## config.mk

```make
export PLATFORM = sky130hd
export DESIGN_NAME = mwcs_ctrl
export DESIGN_NICKNAME = d
export VERILOG_FILES = /design/src/rtl/core/mwcs_pkg.sv /design/src/rtl/core/mwcs_ctrl.sv
export SDC_FILE = /design/constraint.sdc
export NUM_CORES = 1
export LEC_CHECK = 0
export ABC_CLOCK_PERIOD_IN_PS = 1800
export CAP_MARGIN = 20
export CORE_AREA = 2 2 39 41
export CTS_CLUSTER_DIAMETER = 50
export DETAILED_ROUTE_END_ITERATION = 10
export DIE_AREA = 0 0 41 43
export DONT_BUFFER_PORTS = 1
export GPL_ROUTABILITY_DRIVEN = 1
export HOLD_SLACK_MARGIN = 0.02
export PLACE_DENSITY_LB_ADDON = 0.3
export SETUP_SLACK_MARGIN = 0.5
export SLEW_MARGIN = 15
export SYNTH_ARGS = -nofsm -noshare
export SYNTH_HDL_FRONTEND = slang
export SYNTH_SLANG_ARGS = --single-unit
```

## constraint.sdc

```tcl
create_clock -name aclk -period 1.8 [get_ports aclk]
set_clock_uncertainty 0.1 [all_clocks]
set_input_delay 0.18 -clock aclk [delete_from_list [all_inputs] [get_ports aclk]]
set_output_delay 0.18 -clock aclk [all_outputs]
set_load 0.005 [all_outputs]
```

## src/rtl/core/mwcs_pkg.sv

```systemverilog
`default_nettype none

package mwcs_pkg;

    // text buffer depth and alphabet size (alphabet kept a power of two)
    localparam int MAX_TEXT = 1024;
    localparam int ALPHABET = 128;

    localparam int SYM_W   = 7;                        // input symbol field
    localparam int ALPHA_W = $clog2(ALPHABET);         // need-count index
    localparam int POS_W   = $clog2(MAX_TEXT);         // text address
    localparam int LEN_W   = $clog2(MAX_TEXT + 2);     // edges, lengths, missing
    localparam int NEED_W  = LEN_W + 1;                // signed need count

    localparam logic [LEN_W-1:0] LEN_NONE = '1;

    // stream widths
    localparam int S_DATA_W = 8;
    localparam int M_DATA_W = 24;

    // result field positions in m_tdata
    localparam int OUT_FOUND_LSB = 0;
    localparam int OUT_START_LSB = 1;
    localparam int OUT_LEN_LSB   = OUT_START_LSB + POS_W;
    localparam int OUT_OVF_LSB   = OUT_LEN_LSB + LEN_W;
    localparam int OUT_USED_W    = OUT_OVF_LSB + 1;

    // item kind carried on tuser
    localparam logic FUNC_PATTERN = 1'b0;
    localparam logic FUNC_TEXT    = 1'b1;

    typedef struct packed {
        logic latch_item;    // take the input transfer, read need[symbol]
        logic store_text;    // write symbol at right edge
        logic set_lost;      // text dropped, buffer full
        logic pat_inc;       // raise need of pattern symbol
        logic txt_dec;       // lower need of text symbol
        logic sh_txt_rd;     // read symbol at left edge, record best window
        logic sh_need_rd;    // read need of outgoing symbol
        logic sh_wr;         // raise need of outgoing symbol, advance left edge
        logic finish;        // load result, clear job
    } mwcs_cmd_t;

    typedef struct packed {
        logic room;          // buffer not full
        logic item_func;
        logic item_last;
        logic item_stored;
        logic pattern_ok;
        logic missing_zero;
        logic dec_covers;    // decrement completes the cover
        logic sh_continue;   // window still covers after this advance
        logic out_free;      // result register can take a new result
    } mwcs_status_t;

endpackage

`default_nettype wire

```

## src/rtl/core/mwcs_ctrl.sv

```systemverilog
`default_nettype none

module mwcs_ctrl (
    input  wire                    aclk,
    input  wire                    aresetn,
    input  wire                    s_tvalid,
    input  wire                    s_tuser,
    output logic                   s_tready,
    input  mwcs_pkg::mwcs_status_t status,
    output mwcs_pkg::mwcs_cmd_t    cmd
);

    typedef enum logic [5:0] {
        ST_IDLE   = 6'b000001,
        ST_UPDATE = 6'b000010,
        ST_SH_TXT = 6'b000100,
        ST_SH_NRD = 6'b001000,
        ST_SH_WR  = 6'b010000,
        ST_FINISH = 6'b100000
    } state_t;

    state_t state_reg, state_next;
    state_t end_state;

    assign s_tready  = (state_reg == ST_IDLE);
    assign end_state = status.item_last ? ST_FINISH : ST_IDLE;

    always_comb begin
        state_next = state_reg;
        cmd        = '0;
        case (state_reg)
            ST_IDLE: begin
                if (s_tvalid) begin
                    cmd.latch_item = 1'b1;
                    cmd.store_text = (s_tuser == mwcs_pkg::FUNC_TEXT) && status.room;
                    cmd.set_lost   = (s_tuser == mwcs_pkg::FUNC_TEXT) && !status.room;
                    state_next     = ST_UPDATE;
                end
            end
            ST_UPDATE: begin
                if (status.item_func == mwcs_pkg::FUNC_PATTERN) begin
                    cmd.pat_inc = status.pattern_ok;
                    state_next  = ST_IDLE;      // last ignored on a pattern item
                end else if (!status.item_stored || status.missing_zero) begin
                    state_next = end_state;
                end else begin
                    cmd.txt_dec = 1'b1;
                    state_next  = status.dec_covers ? ST_SH_TXT : end_state;
                end
            end
            ST_SH_TXT: begin
                cmd.sh_txt_rd = 1'b1;
                state_next    = ST_SH_NRD;
            end
            ST_SH_NRD: begin
                cmd.sh_need_rd = 1'b1;
                state_next     = ST_SH_WR;
            end
            ST_SH_WR: begin
                cmd.sh_wr  = 1'b1;
                state_next = status.sh_continue ? ST_SH_TXT : end_state;
            end
            ST_FINISH: begin
                if (status.out_free) begin
                    cmd.finish = 1'b1;
                    state_next = ST_IDLE;
                end
            end
            default: begin
                state_next = ST_IDLE;
            end
        endcase
    end

    always_ff @(posedge aclk) begin
        if (!aresetn) begin
            state_reg <= ST_IDLE;
        end else begin
            state_reg <= state_next;
        end
    end

endmodule

`default_nettype wire

```

==> summary.md, run 1 <==
| Metric | Value |
|---|---|
| Die height | `43 um` |
| N_diodes | `0` |
| Die ar. | `0.00176 mm^2` |
| Minimum clock period | `1.64 ns` |
| WP buf/inv | `0` |
| Yosys warning count | `0` |
| DP Wirelength | `836 um` |
| Critical path peak fanout | `4` |
| Max frequency | `0.608 GHz` |
| Overall global routing resource usage | `0.171` |
| CTS tree | `done` |
| First-pass GRT wire length | `2.00 mm` |
| Post-synthesis instance total | `53` |
| Seq/Total Area, Yosys | `0.264` |
| Drt first-iter violations | `8` |
| # IOs | `23` |
| Htree depth | `1` |
| Core Region | `0.00138 mm^2` |
| Worst r2r path cells | `4` |
| Dpl cell area | `484 um^2` |
| Residual DRC count | `0` |
| CTS Buf Count | `3` |
| Detailed Route WL | `1.30 mm` |
| GPL Wtd Cong | `0.678` |
| CP Depth | `4` |
| Yosys cell types | `27` |
| Max stage delay on crit path | `0.58 ns` |
| Final Util | `0.480` |
| DR WL/cell | `15.8 um` |
| Final ANT Viol Nets | `0` |
| First-pass DRT Iterations | `2` |
| Vias | `494` |
| LEAKAGE | `0.250 nW` |
| Max reg flops | `6` |
| Finished Cell Area | `664 um^2` |
| Arr. time, crit path | `1.72 ns` |
| Share of cells above drive strength 1 | `0.530` |
| Syn nets | `66` |
| Crit path required time | `1.87 ns` |
| Setup TNS | `0 ns` |
| Setup-failing EPs final | `0` |
| Power Density | `541 mW/mm^2` |
| CP top delay family | `simple AND/OR/NAND/NOR gates` |
| Initial Utilization | `0.328` |
| Worst VDD drop | `0.320 mV` |
| Clk buf depth | `2` |
| Clock Latency Late Sink | `0.24 ns` |
| CTS root buf | `clkbuf_4` |
| Status | `completed` |
| Slew Limit Fails | `0` |
| Via density per instance | `6.02` |
| Critical Path Slowest Stage Cell | `or4b_4` |
| Period utilisation layout | `0.913` |
| Input/output buffers | `0` |
| Crit end category | `register` |
| Nets@finish | `81` |
| Cell Area, Synth | `454 um^2` |
| WHS Path Cells | `2` |
| FP Rows | `14` |
| Crit-path cells | `or4b_4 -> o41a_1 -> o211a_1 -> o21bai_2` |
| Place WS | `0.226 ns` |
| Flop-to-flop setup slack | `0.16 ns` |
| Final hold violation count | `0` |
| Post-route worst setup slack | `0.156 ns` |
| Die Wd | `41 um` |
| Max-cap violations | `0` |
| Antenna violations before repair | `0` |
| Total power | `359 uW` |
| CTS Sinks | `6` |
| RSZ-0062 raised after global routing | `true` |
| Synth Register Bits | `6` |
| Clock Pin Slew Worst Setup and Hold Paths | `0.04 ns` |
| Area delta synth->final | `46.3%` |
| Worst-margin pin slew | `0.341 ns` |
| WS Path Type | `reg -> reg` |
| Critical path startpoint category | `register` |
| Vias in the first global route | `509` |
| Average size of a mapped cell | `8.57 um^2` |
| Worst hold path type | `in -> reg` |
| Max_slew headroom | `0.772` |
| Grt total ovfl | `0` |
| Largest net degree at the start of global routing | `7` |
| FILL cells | `127` |
[final timing paths]
| kind | from | end |
|---|---|---|
| worst max-delay path | state_reg[2]$_SDFFE_PN0P_ | state_reg[0]$_SDFFE_PN1P_ |
| worst min-delay path | aresetn | state_reg[4]$_SDFFE_PN0P_ |
| worst max register to register | state_reg[2]$_SDFFE_PN0P_ | state_reg[0]$_SDFFE_PN1P_ |
| worst min register to register | state_reg[3]$_SDFFE_PN0P_ | state_reg[0]$_SDFFE_PN1P_ |
[synth_stat cells, drive strengths merged]
cell,count,area (um^2)
o311a,1,11.3
nor3b,3,22.5
a41oi,1,8.76
or4b,1,13.8
and4b,2,20.0
nand4,1,6.26
o2bb2ai,2,17.5
nor3,2,15.0
nand3b,1,7.51
nor2,3,11.3
nand3,3,15.0
nand2,3,11.3
and2,3,18.8
nor2b,1,6.26
o211a,1,10.0
and2b,2,17.5
nand4b,1,8.76
o21ai,3,15.0
inv,2,7.51
dfxtp,6,120
o41a,1,11.3
buf,2,15.0
nor4b,1,15.0
nor4,3,18.8
o21bai,1,11.3
and3,3,18.8
[layer usage]
layer,track usage,routed length (um),vias up
li1,-,-,235
met4,0.127,29,0
met3,0.0209,47,4
met2,0.300,745,13
met5,0,0,-
met1,0.163,472,242
[timing repair]
item	in CTS	in global routing
endpoints found under the hold margin	4	0
gates resized for setup	20	1
setup buffers	3	3
hold buffers	4	0
setup endpoints to repair	15	15
pin swaps	9	4
[where the power goes]
group,internal [mW],switching (mW),total [mW]
Clock,0.0751,0.0448,0.120
Sequential,0.137,0.00946,0.146
Combinational,0.0546,0.0384,0.0931
[layout make-up]
| class | count | area, um^2 | area share |
|---|---|---|---|
| sequential | 6 | 134 | 0.202 |
| timing repair buffer | 12 | 100 | 0.151 |
| clock buffer | 3 | 22.5 | 0.0339 |
| inverter | 2 | 7.51 | 0.0113 |
| multi-input combinational | 43 | 380 | 0.573 |
| tap | 16 | 20.0 | 0.0301 |
[stage by stage]
stage / hold slack [ns] / cells
2_1_floorplan: 0.189 / 53
3_3_place_gp: 0.196 / 69
3_5_place_dp: 0.203 / 69
4_1_cts: 0.0641 / 79
5_1_grt: 0.0734 / 82
6_report: 0.0604 / 82
[kinds of logic (layout without fill, tap and decap cells)]
logic type / after synthesis / count (layout) / synth area share
flip-flops: 6 / 6 / 0.264
buffers and inverters: 4 / 17 / 0.0496
AND/OR/NAND/NOR: 33 / 33 / 0.499
AO/OA/AOI/OAI: 10 / 10 / 0.187
[cells in the final DEF, fill, tap and decap left out]
| master | synthesis | layout |
|---|---|---|
| and3_1 | 3 | 3 |
| buf_4 | 2 | 8 |
| dfxtp_2 | 0 | 2 |
| nand2_1 | 3 | 3 |
| o211a_1 | 1 | 1 |
| nand4_1 | 1 | 1 |
| inv_2 | 0 | 1 |
| nor3_4 | 0 | 2 |
| nor4_1 | 3 | 1 |
| nor2b_2 | 0 | 1 |
| o21bai_2 | 1 | 1 |
| clkbuf_4 | 0 | 3 |
| a41oi_1 | 1 | 1 |
| and2_1 | 3 | 1 |
| inv_1 | 2 | 1 |
| nor2_1 | 3 | 2 |
| o41a_1 | 1 | 1 |
| o21ai_0 | 3 | 3 |
| nor4b_4 | 0 | 1 |
| o2bb2ai_1 | 2 | 2 |
| dfxtp_4 | 0 | 3 |
| nor3b_1 | 3 | 2 |
| dlygate4sd3_1 | 0 | 4 |
| nor4_2 | 0 | 2 |
| and2_4 | 0 | 2 |
| dfxtp_1 | 6 | 1 |
| nand3_2 | 0 | 3 |
| or4b_4 | 1 | 1 |
| and4b_1 | 2 | 2 |
| o311a_2 | 1 | 1 |
| nand4b_1 | 1 | 1 |
| nor2_2 | 0 | 1 |
| nor3b_2 | 0 | 1 |
| and2b_2 | 2 | 2 |
| nand3b_1 | 1 | 1 |
(Power assumes the default switching activity.)
==> run 2: changes to the inputs <==
--- a/config.mk
+++ b/config.mk
@@ -6,11 +6,10 @@
 export NUM_CORES = 1
 export LEC_CHECK = 0
 export ABC_CLOCK_PERIOD_IN_PS = 1800
-export CAP_MARGIN = 20
-export CORE_AREA = 2 2 39 41
+export CAP_MARGIN = 40
+export CORE_UTILIZATION = 30
 export CTS_CLUSTER_DIAMETER = 50
 export DETAILED_ROUTE_END_ITERATION = 10
-export DIE_AREA = 0 0 41 43
 export DONT_BUFFER_PORTS = 1
 export GPL_ROUTABILITY_DRIVEN = 1
 export HOLD_SLACK_MARGIN = 0.02
==> constraint.sdc (replaced) <==
create_clock -name aclk -period 1.8 [get_ports aclk]
set_clock_uncertainty 0.1 [all_clocks]
set_input_delay 0.27 -clock aclk [delete_from_list [all_inputs] [get_ports aclk]]
set_output_delay 0.27 -clock aclk [all_outputs]
set_load 0.005 [all_outputs]
==> summary.md, run 2 (synthesis results as in run 1) <==
| Metric | Value |
|---|---|
| Multi-input gate area | `414 um^2 (+8.9%)` |
| Final ANT Viol Nets | `0 (unchanged)` |
| Arr. time, crit path | `1.35 ns (-0.37 ns)` |
| Crit-path cells | `or4b_4 -> nor3_4` |
| Power Density | `525 mW/mm^2 (-2.9%)` |
| Worst-margin pin slew | `0.311 ns (-0.0301 ns)` |
| N_diodes | `0 (unchanged)` |
| Most common cell after layout, fill and taps aside | `buf_4` |
| Input/output buffers | `0 (unchanged)` |
| Critical path peak fanout | `6 (+2)` |
| Max stage delay on crit path | `0.57 ns (about the same)` |
| Clock Pin Slew Worst Setup and Hold Paths | `0.04 ns (about the same)` |
| Die Wd | `40.9 um (-0.22%)` |
| Setup TNS | `0 ns (unchanged)` |
| Reg area | `135 um^2 (+0.94%)` |
| Max-cap violations | `0 (unchanged)` |
| WHS Endpoint | `state_reg[5]$_SDFFE_PN0P_` |
| Slew Limit Fails | `0 (unchanged)` |
| Largest net degree at the start of global routing | `8 (+1)` |
| Minimum clock period | `1.72 ns (+0.0802 ns)` |
| Status | `completed` |
| Residual DRC count | `0 (unchanged)` |
| Worst hold path startpoint | `aresetn` |
| Hold Buf Count CTS | `0 (-4)` |
| Clk buf depth | `2 (unchanged)` |
| Period utilisation layout | `0.958 (+0.0445)` |
| Nets@finish | `76 (-6.2%)` |
| DP Wirelength | `845 um (+1.1%)` |
| First-pass DRT Iterations | `2 (unchanged)` |
| Total power | `342 uW (-4.9%)` |
| Worst r2r path cells | `4 (unchanged)` |
| Detailed Route WL | `1.25 mm (-3.9%)` |
| Overall global routing resource usage | `0.143 (-0.0278)` |
| Setup-failing EPs final | `0 (unchanged)` |
| CTS Sinks | `6 (unchanged)` |
| Drt first-iter violations | `5 (-3)` |
| DR WL/cell | `16.4 um (+3.7%)` |
| Grt total ovfl | `0 (unchanged)` |
| # IOs | `23 (unchanged)` |
| Antenna violations before repair | `0 (unchanged)` |
| Critical path startpoint category | `register` |
| Share of cells above drive strength 1 | `0.607 (+0.0763)` |
| Vias in the first global route | `389 (-24%)` |
| WS Path Type | `reg -> out` |
| Critical Path Slowest Stage Cell | `or4b_4` |
| GPL Wtd Cong | `0.678 (about the same)` |
| Max reg flops | `6 (unchanged)` |
| CTS tree | `done` |
| Max frequency | `0.580 GHz (-4.6%)` |
| Core Region | `0.00135 mm^2 (-2.4%)` |
| FP Rows | `13 (-1)` |
| First-pass GRT wire length | `1.55 mm (-23%)` |
| Critical R2R Launch | `state_reg[1]$_SDFFE_PN0P_` |
| Area delta synth->final | `43.3%` |
| LEAKAGE | `0.232 nW (-7.3%)` |
| Crit end category | `output port` |
| Htree depth | `1 (unchanged)` |
| WHS Path Cells | `2 (unchanged)` |
| Flop-to-flop setup slack | `0.13 ns (-0.03 ns)` |
| Die height | `40.9 um (-4.9%)` |
| Max_slew headroom | `0.790 (+0.0188)` |
| RSZ-0062 raised after global routing | `true` |
| CTS root buf | `clkbuf_4` |
| Via density per instance | `5.97 (-0.84%)` |
| Initial Utilization | `0.336 (+0.00821)` |
| RR Endpoint | `state_reg[0]$_SDFFE_PN1P_` |
| Final hold violation count | `0 (unchanged)` |
| FILL cells | `126 (-0.79%)` |
| Die ar. | `0.00167 mm^2 (-5.1%)` |
| CTS Buf Count | `3 (unchanged)` |
| Worst VDD drop | `0.339 mV (+6.1%)` |
| Clock Latency Late Sink | `0.24 ns (about the same)` |
| Vias | `454 (-8.1%)` |
| Worst hold path type | `in -> reg` |
| Crit path required time | `1.43 ns (-0.44 ns)` |
==> run 2: cell types whose count changed in the layout (fill, tap and decap cells not counted), sizes merged <==
cell and change:
dlygate4sd3 -4, buf -1
==> run 2: metal layers <==
metal	GRT usage	wire [um]	vias up
met5	0	0	-
met1	0.150	498	215
met4	0.0750	0	0
met2	0.258	687	15
met3	0.0326	59	0
li1	-	-	224
==> run 2: what timing repair did <==
action | 4_1_cts | 5_1_grt
gates resized for setup | 20 | 7
pin swaps | 10 | 3
endpoints found under the setup margin | 15 | 15
setup buffers | 4 | 1
==> run 2: power breakdown <==
group	internal [mW]	switching (mW)	leakage, nW
Sequential	0.135	0.0129	0.0518
Clock	0.0751	0.0432	0.0138
Combinational	0.0438	0.0315	0.166
Total	0.254	0.0877	0.232
==> run 2: critical path, delay by kind of cell (launching register included) <==
kind          cells  cell delay, ns
flops             1            0.37
simple gates      2            0.74
==> run 2: cell type report <==
| cell class | instances | area share |
|---|---|---|
| flip-flops and latches | 6 | 0.208 |
| clock buffers | 3 | 0.0346 |
| inverters | 2 | 0.0115 |
| multi-input cells | 43 | 0.637 |
| well taps | 15 | 0.0288 |
| repair buffers | 7 | 0.0808 |
==> run 2: how the worst max path moves through the flow <==
stage                                    startpoint                   endpoint  slack, ns  cells after the start
after CTS                 state_reg[2]$_SDFFE_PN0P_                     cmd[7]       0.09                      5
final                     state_reg[1]$_SDFFE_PN0P_                     cmd[1]       0.08                      2
after global routing      state_reg[1]$_SDFFE_PN0P_                     cmd[7]       0.03                      5
after global placement    state_reg[1]$_SDFFE_PN0P_  state_reg[0]$_SDFFE_PN1P_       0.20                      4
after detailed placement  state_reg[1]$_SDFFE_PN0P_  state_reg[0]$_SDFFE_PN1P_       0.18                      4
after floorplan           state_reg[2]$_SDFFE_PN0P_  state_reg[0]$_SDFFE_PN1P_       0.25                      4
==> run 2: per-stage QoR <==
stage           util  setup slack (ns)  instances  hold WS (ns)  area [um^2]
2_1_floorplan      -             0.253         53         0.279          470
3_3_place_gp   0.362             0.198         68         0.288          489
5_1_grt        0.482            0.0278         76        0.0508          651
3_5_place_dp   0.362             0.185         68         0.295          489
4_1_cts        0.450            0.0854         75        0.0434          608
6_report       0.482            0.0756         76        0.0529          651
==> run 3: changes to the inputs <==
--- a/config.mk
+++ b/config.mk
@@ -7,6 +7,7 @@
 export LEC_CHECK = 0
 export ABC_CLOCK_PERIOD_IN_PS = 1800
 export CAP_MARGIN = 40
+export CORE_MARGIN = 4
 export CORE_UTILIZATION = 30
 export CTS_CLUSTER_DIAMETER = 50
 export DETAILED_ROUTE_END_ITERATION = 10
==> summary.md, run 3 (synthesis results as in run 1) <==
| Metric | Value |
|---|---|
| Crit path required time | `1.43 ns (about the same)` |
| Antenna violations before repair | `0 (unchanged)` |
| Most frequent cells in the layout | `buf_4, dfxtp_4, nand2_1, clkbuf_4` |
| Core Region | `0.00137 mm^2 (+1.2%)` |
| Drt first-iter violations | `6 (+1)` |
| Crit end category | `output port` |
| RSZ-0062 raised after global routing | `true` |
| Max frequency | `0.579 GHz (-0.20%)` |
| Input/output buffers | `0 (unchanged)` |
| LEAKAGE | `0.236 nW (+1.7%)` |
| Htree depth | `1 (unchanged)` |
| Worst VDD drop | `0.331 mV (-2.5%)` |
| Critical path startpoint category | `register` |
| Max stage delay on crit path | `0.57 ns (about the same)` |
| Dpl cell area | `497 um^2 (+1.5%)` |
| Worst hold path type | `in -> reg` |
| Finished Cell Area | `661 um^2 (+1.5%)` |
| Share of cells above drive strength 1 | `0.613 (+0.00635)` |
| Final hold violation count | `0 (unchanged)` |
| FP Rows | `13 (unchanged)` |
| Internal | `261 uW (+2.6%)` |
| # IOs | `23 (unchanged)` |
| CTS Buf Count | `3 (unchanged)` |
| Max_slew headroom | `0.772 (-0.0180)` |
| DP Cell Count | `69 (+1.5%)` |
| Residual DRC count | `0 (unchanged)` |
| Clock Latency Late Sink | `0.24 ns (about the same)` |
| Nets@finish | `77 (+1.3%)` |
| N_diodes | `0 (unchanged)` |
| Overall global routing resource usage | `0.125 (-0.0178)` |
| NetSw | `93.6 uW (+6.8%)` |
| Slew Limit Fails | `0 (unchanged)` |
| WS Path Type | `reg -> out` |
| Status | `completed` |
| Initial Utilization | `0.332 (-0.00400)` |
| Critical Path Slowest Stage Cell | `or4b_4` |
| Final ANT Viol Nets | `0 (unchanged)` |
| Sw Share | `0.264 (+0.00767)` |
| GPL Wtd Cong | `0.818 (+21%)` |
| CTS Sinks | `6 (unchanged)` |
| First-pass GRT wire length | `1.92 mm (+24%)` |
| Setup TNS | `0 ns (unchanged)` |
| DR WL/cell | `17.4 um (+6.1%)` |
| Clk buf depth | `2 (unchanged)` |
| Power Density | `536 mW/mm^2 (+2.1%)` |
| Setup-failing EPs final | `0 (unchanged)` |
| Comb power frac | `0.242 (+0.022)` |
| Vias in the first global route | `447 (+15%)` |
| Die ar. | `0.00220 mm^2 (+31%)` |
| Detailed Route WL | `1.34 mm (+7.5%)` |
| Largest net degree at the start of global routing | `8 (unchanged)` |
| CTS root buf | `clkbuf_4` |
| FILL cells | `137 (+8.7%)` |
| Non-filler instance count after layout | `77 (+1.3%)` |
| Grt total ovfl | `0 (unchanged)` |
| Most common cell after layout, fill and taps aside | `buf_4` |
| Critical path peak fanout | `6 (unchanged)` |
| Via density per instance | `6.27 (+5.0%)` |
| CTS tree | `done` |
| CP top delay family | `simple AND/OR/NAND/NOR gates` |
| Clock power share | `0.344 (-0.002)` |
| Crit-path cells | `or4b_4 -> nor3_4` |
| Max reg flops | `6 (unchanged)` |
| WP buf/inv | `0 (unchanged)` |
| First-pass DRT Iterations | `4 (+2)` |
| Max-cap violations | `0 (unchanged)` |
| DP Wirelength | `922 um (+9.1%)` |
| Period utilisation layout | `0.960 (+0.00195)` |
| Area delta synth->final | `45.5%` |
| Die height | `46.9 um (+15%)` |
| Worst-margin pin slew | `0.340 ns (+0.0289 ns)` |
| Minimum clock period | `1.73 ns (+0.00351 ns)` |
| Vias | `483 (+6.4%)` |
| Arr. time, crit path | `1.36 ns (about the same)` |
| Clock Pin Slew Worst Setup and Hold Paths | `0.04 ns (about the same)` |
| Sequential power share | `0.415 (-0.018)` |
| Die Wd | `46.9 um (+15%)` |
-- run 3: changes by cell type in the layout (fill, tap and decap cells not counted), sizes merged --
| cell | before | now |
|---|---|---|
| buf | 7 | 8 |
-- run 3: stage by stage --
step | hold slack [ns] | power (mW) | setup slack (ns) | utilization
6_report | 0.0614 | 0.354 | 0.0721 | 0.484
5_1_grt | 0.0525 | 0.377 | 0.0268 | 0.484
4_1_cts | 0.0511 | 0.357 | 0.0875 | 0.452
3_5_place_dp | 0.303 | 0.208 | 0.195 | 0.364
3_3_place_gp | 0.293 | 0.207 | 0.209 | 0.364
2_1_floorplan | 0.279 | 0.191 | 0.253 | -
-- run 3: worst register-to-register path: cells and delay by family (launching register included) --
family          cells  cell delay, ns
simple gates        1            0.57
flops               1            0.37
compound gates      3            0.56
-- run 3: path summary, 6_finish.rpt --
check,from,endpoint,slack (ns),cells after the start
max,state_reg[1]$_SDFFE_PN0P_,cmd[1],0.07,2
min,aresetn,state_reg[2]$_SDFFE_PN0P_,0.06,1
max reg2reg,state_reg[1]$_SDFFE_PN0P_,state_reg[0]$_SDFFE_PN1P_,0.13,4
min reg2reg,state_reg[3]$_SDFFE_PN0P_,state_reg[0]$_SDFFE_PN1P_,0.51,2
-- run 3: power groups by stage --
stage	combinational (mW)	sequential, mW	clock, mW
after global routing	0.0934	0.148	0.136
after detailed placement	0.0590	0.149	0
final	0.0856	0.147	0.122
after CTS	0.0813	0.148	0.128
after global placement	0.0580	0.149	0
after floorplan	0.0444	0.147	0
-- run 3: cell type report --
type / count / area [um^2] / share of cell area
Multi-Input combinational cell: 43 / 409 / 0.619
Sequential cell: 6 / 143 / 0.216
Timing Repair Buffer: 8 / 60.1 / 0.0909
Clock buffer: 3 / 22.5 / 0.0341
Tap cell: 15 / 18.8 / 0.0284
Inverter: 2 / 7.51 / 0.0114
-- run 3: what timing repair did --
action,in CTS,in global routing
resized for setup,21,8
pin swaps,11,2
hold buffers,0,0
buffers inserted,3,2
endpoints found under the setup margin,15,15
-- run 3: layer usage --
layer	up-vias	global-route usage	part of all wire
li1	225	-	-
met1	241	0.158	0.40
met2	17	0.190	0.53
met3	0	0.0383	0.072
met4	0	0.0663	0
met5	-	0	0
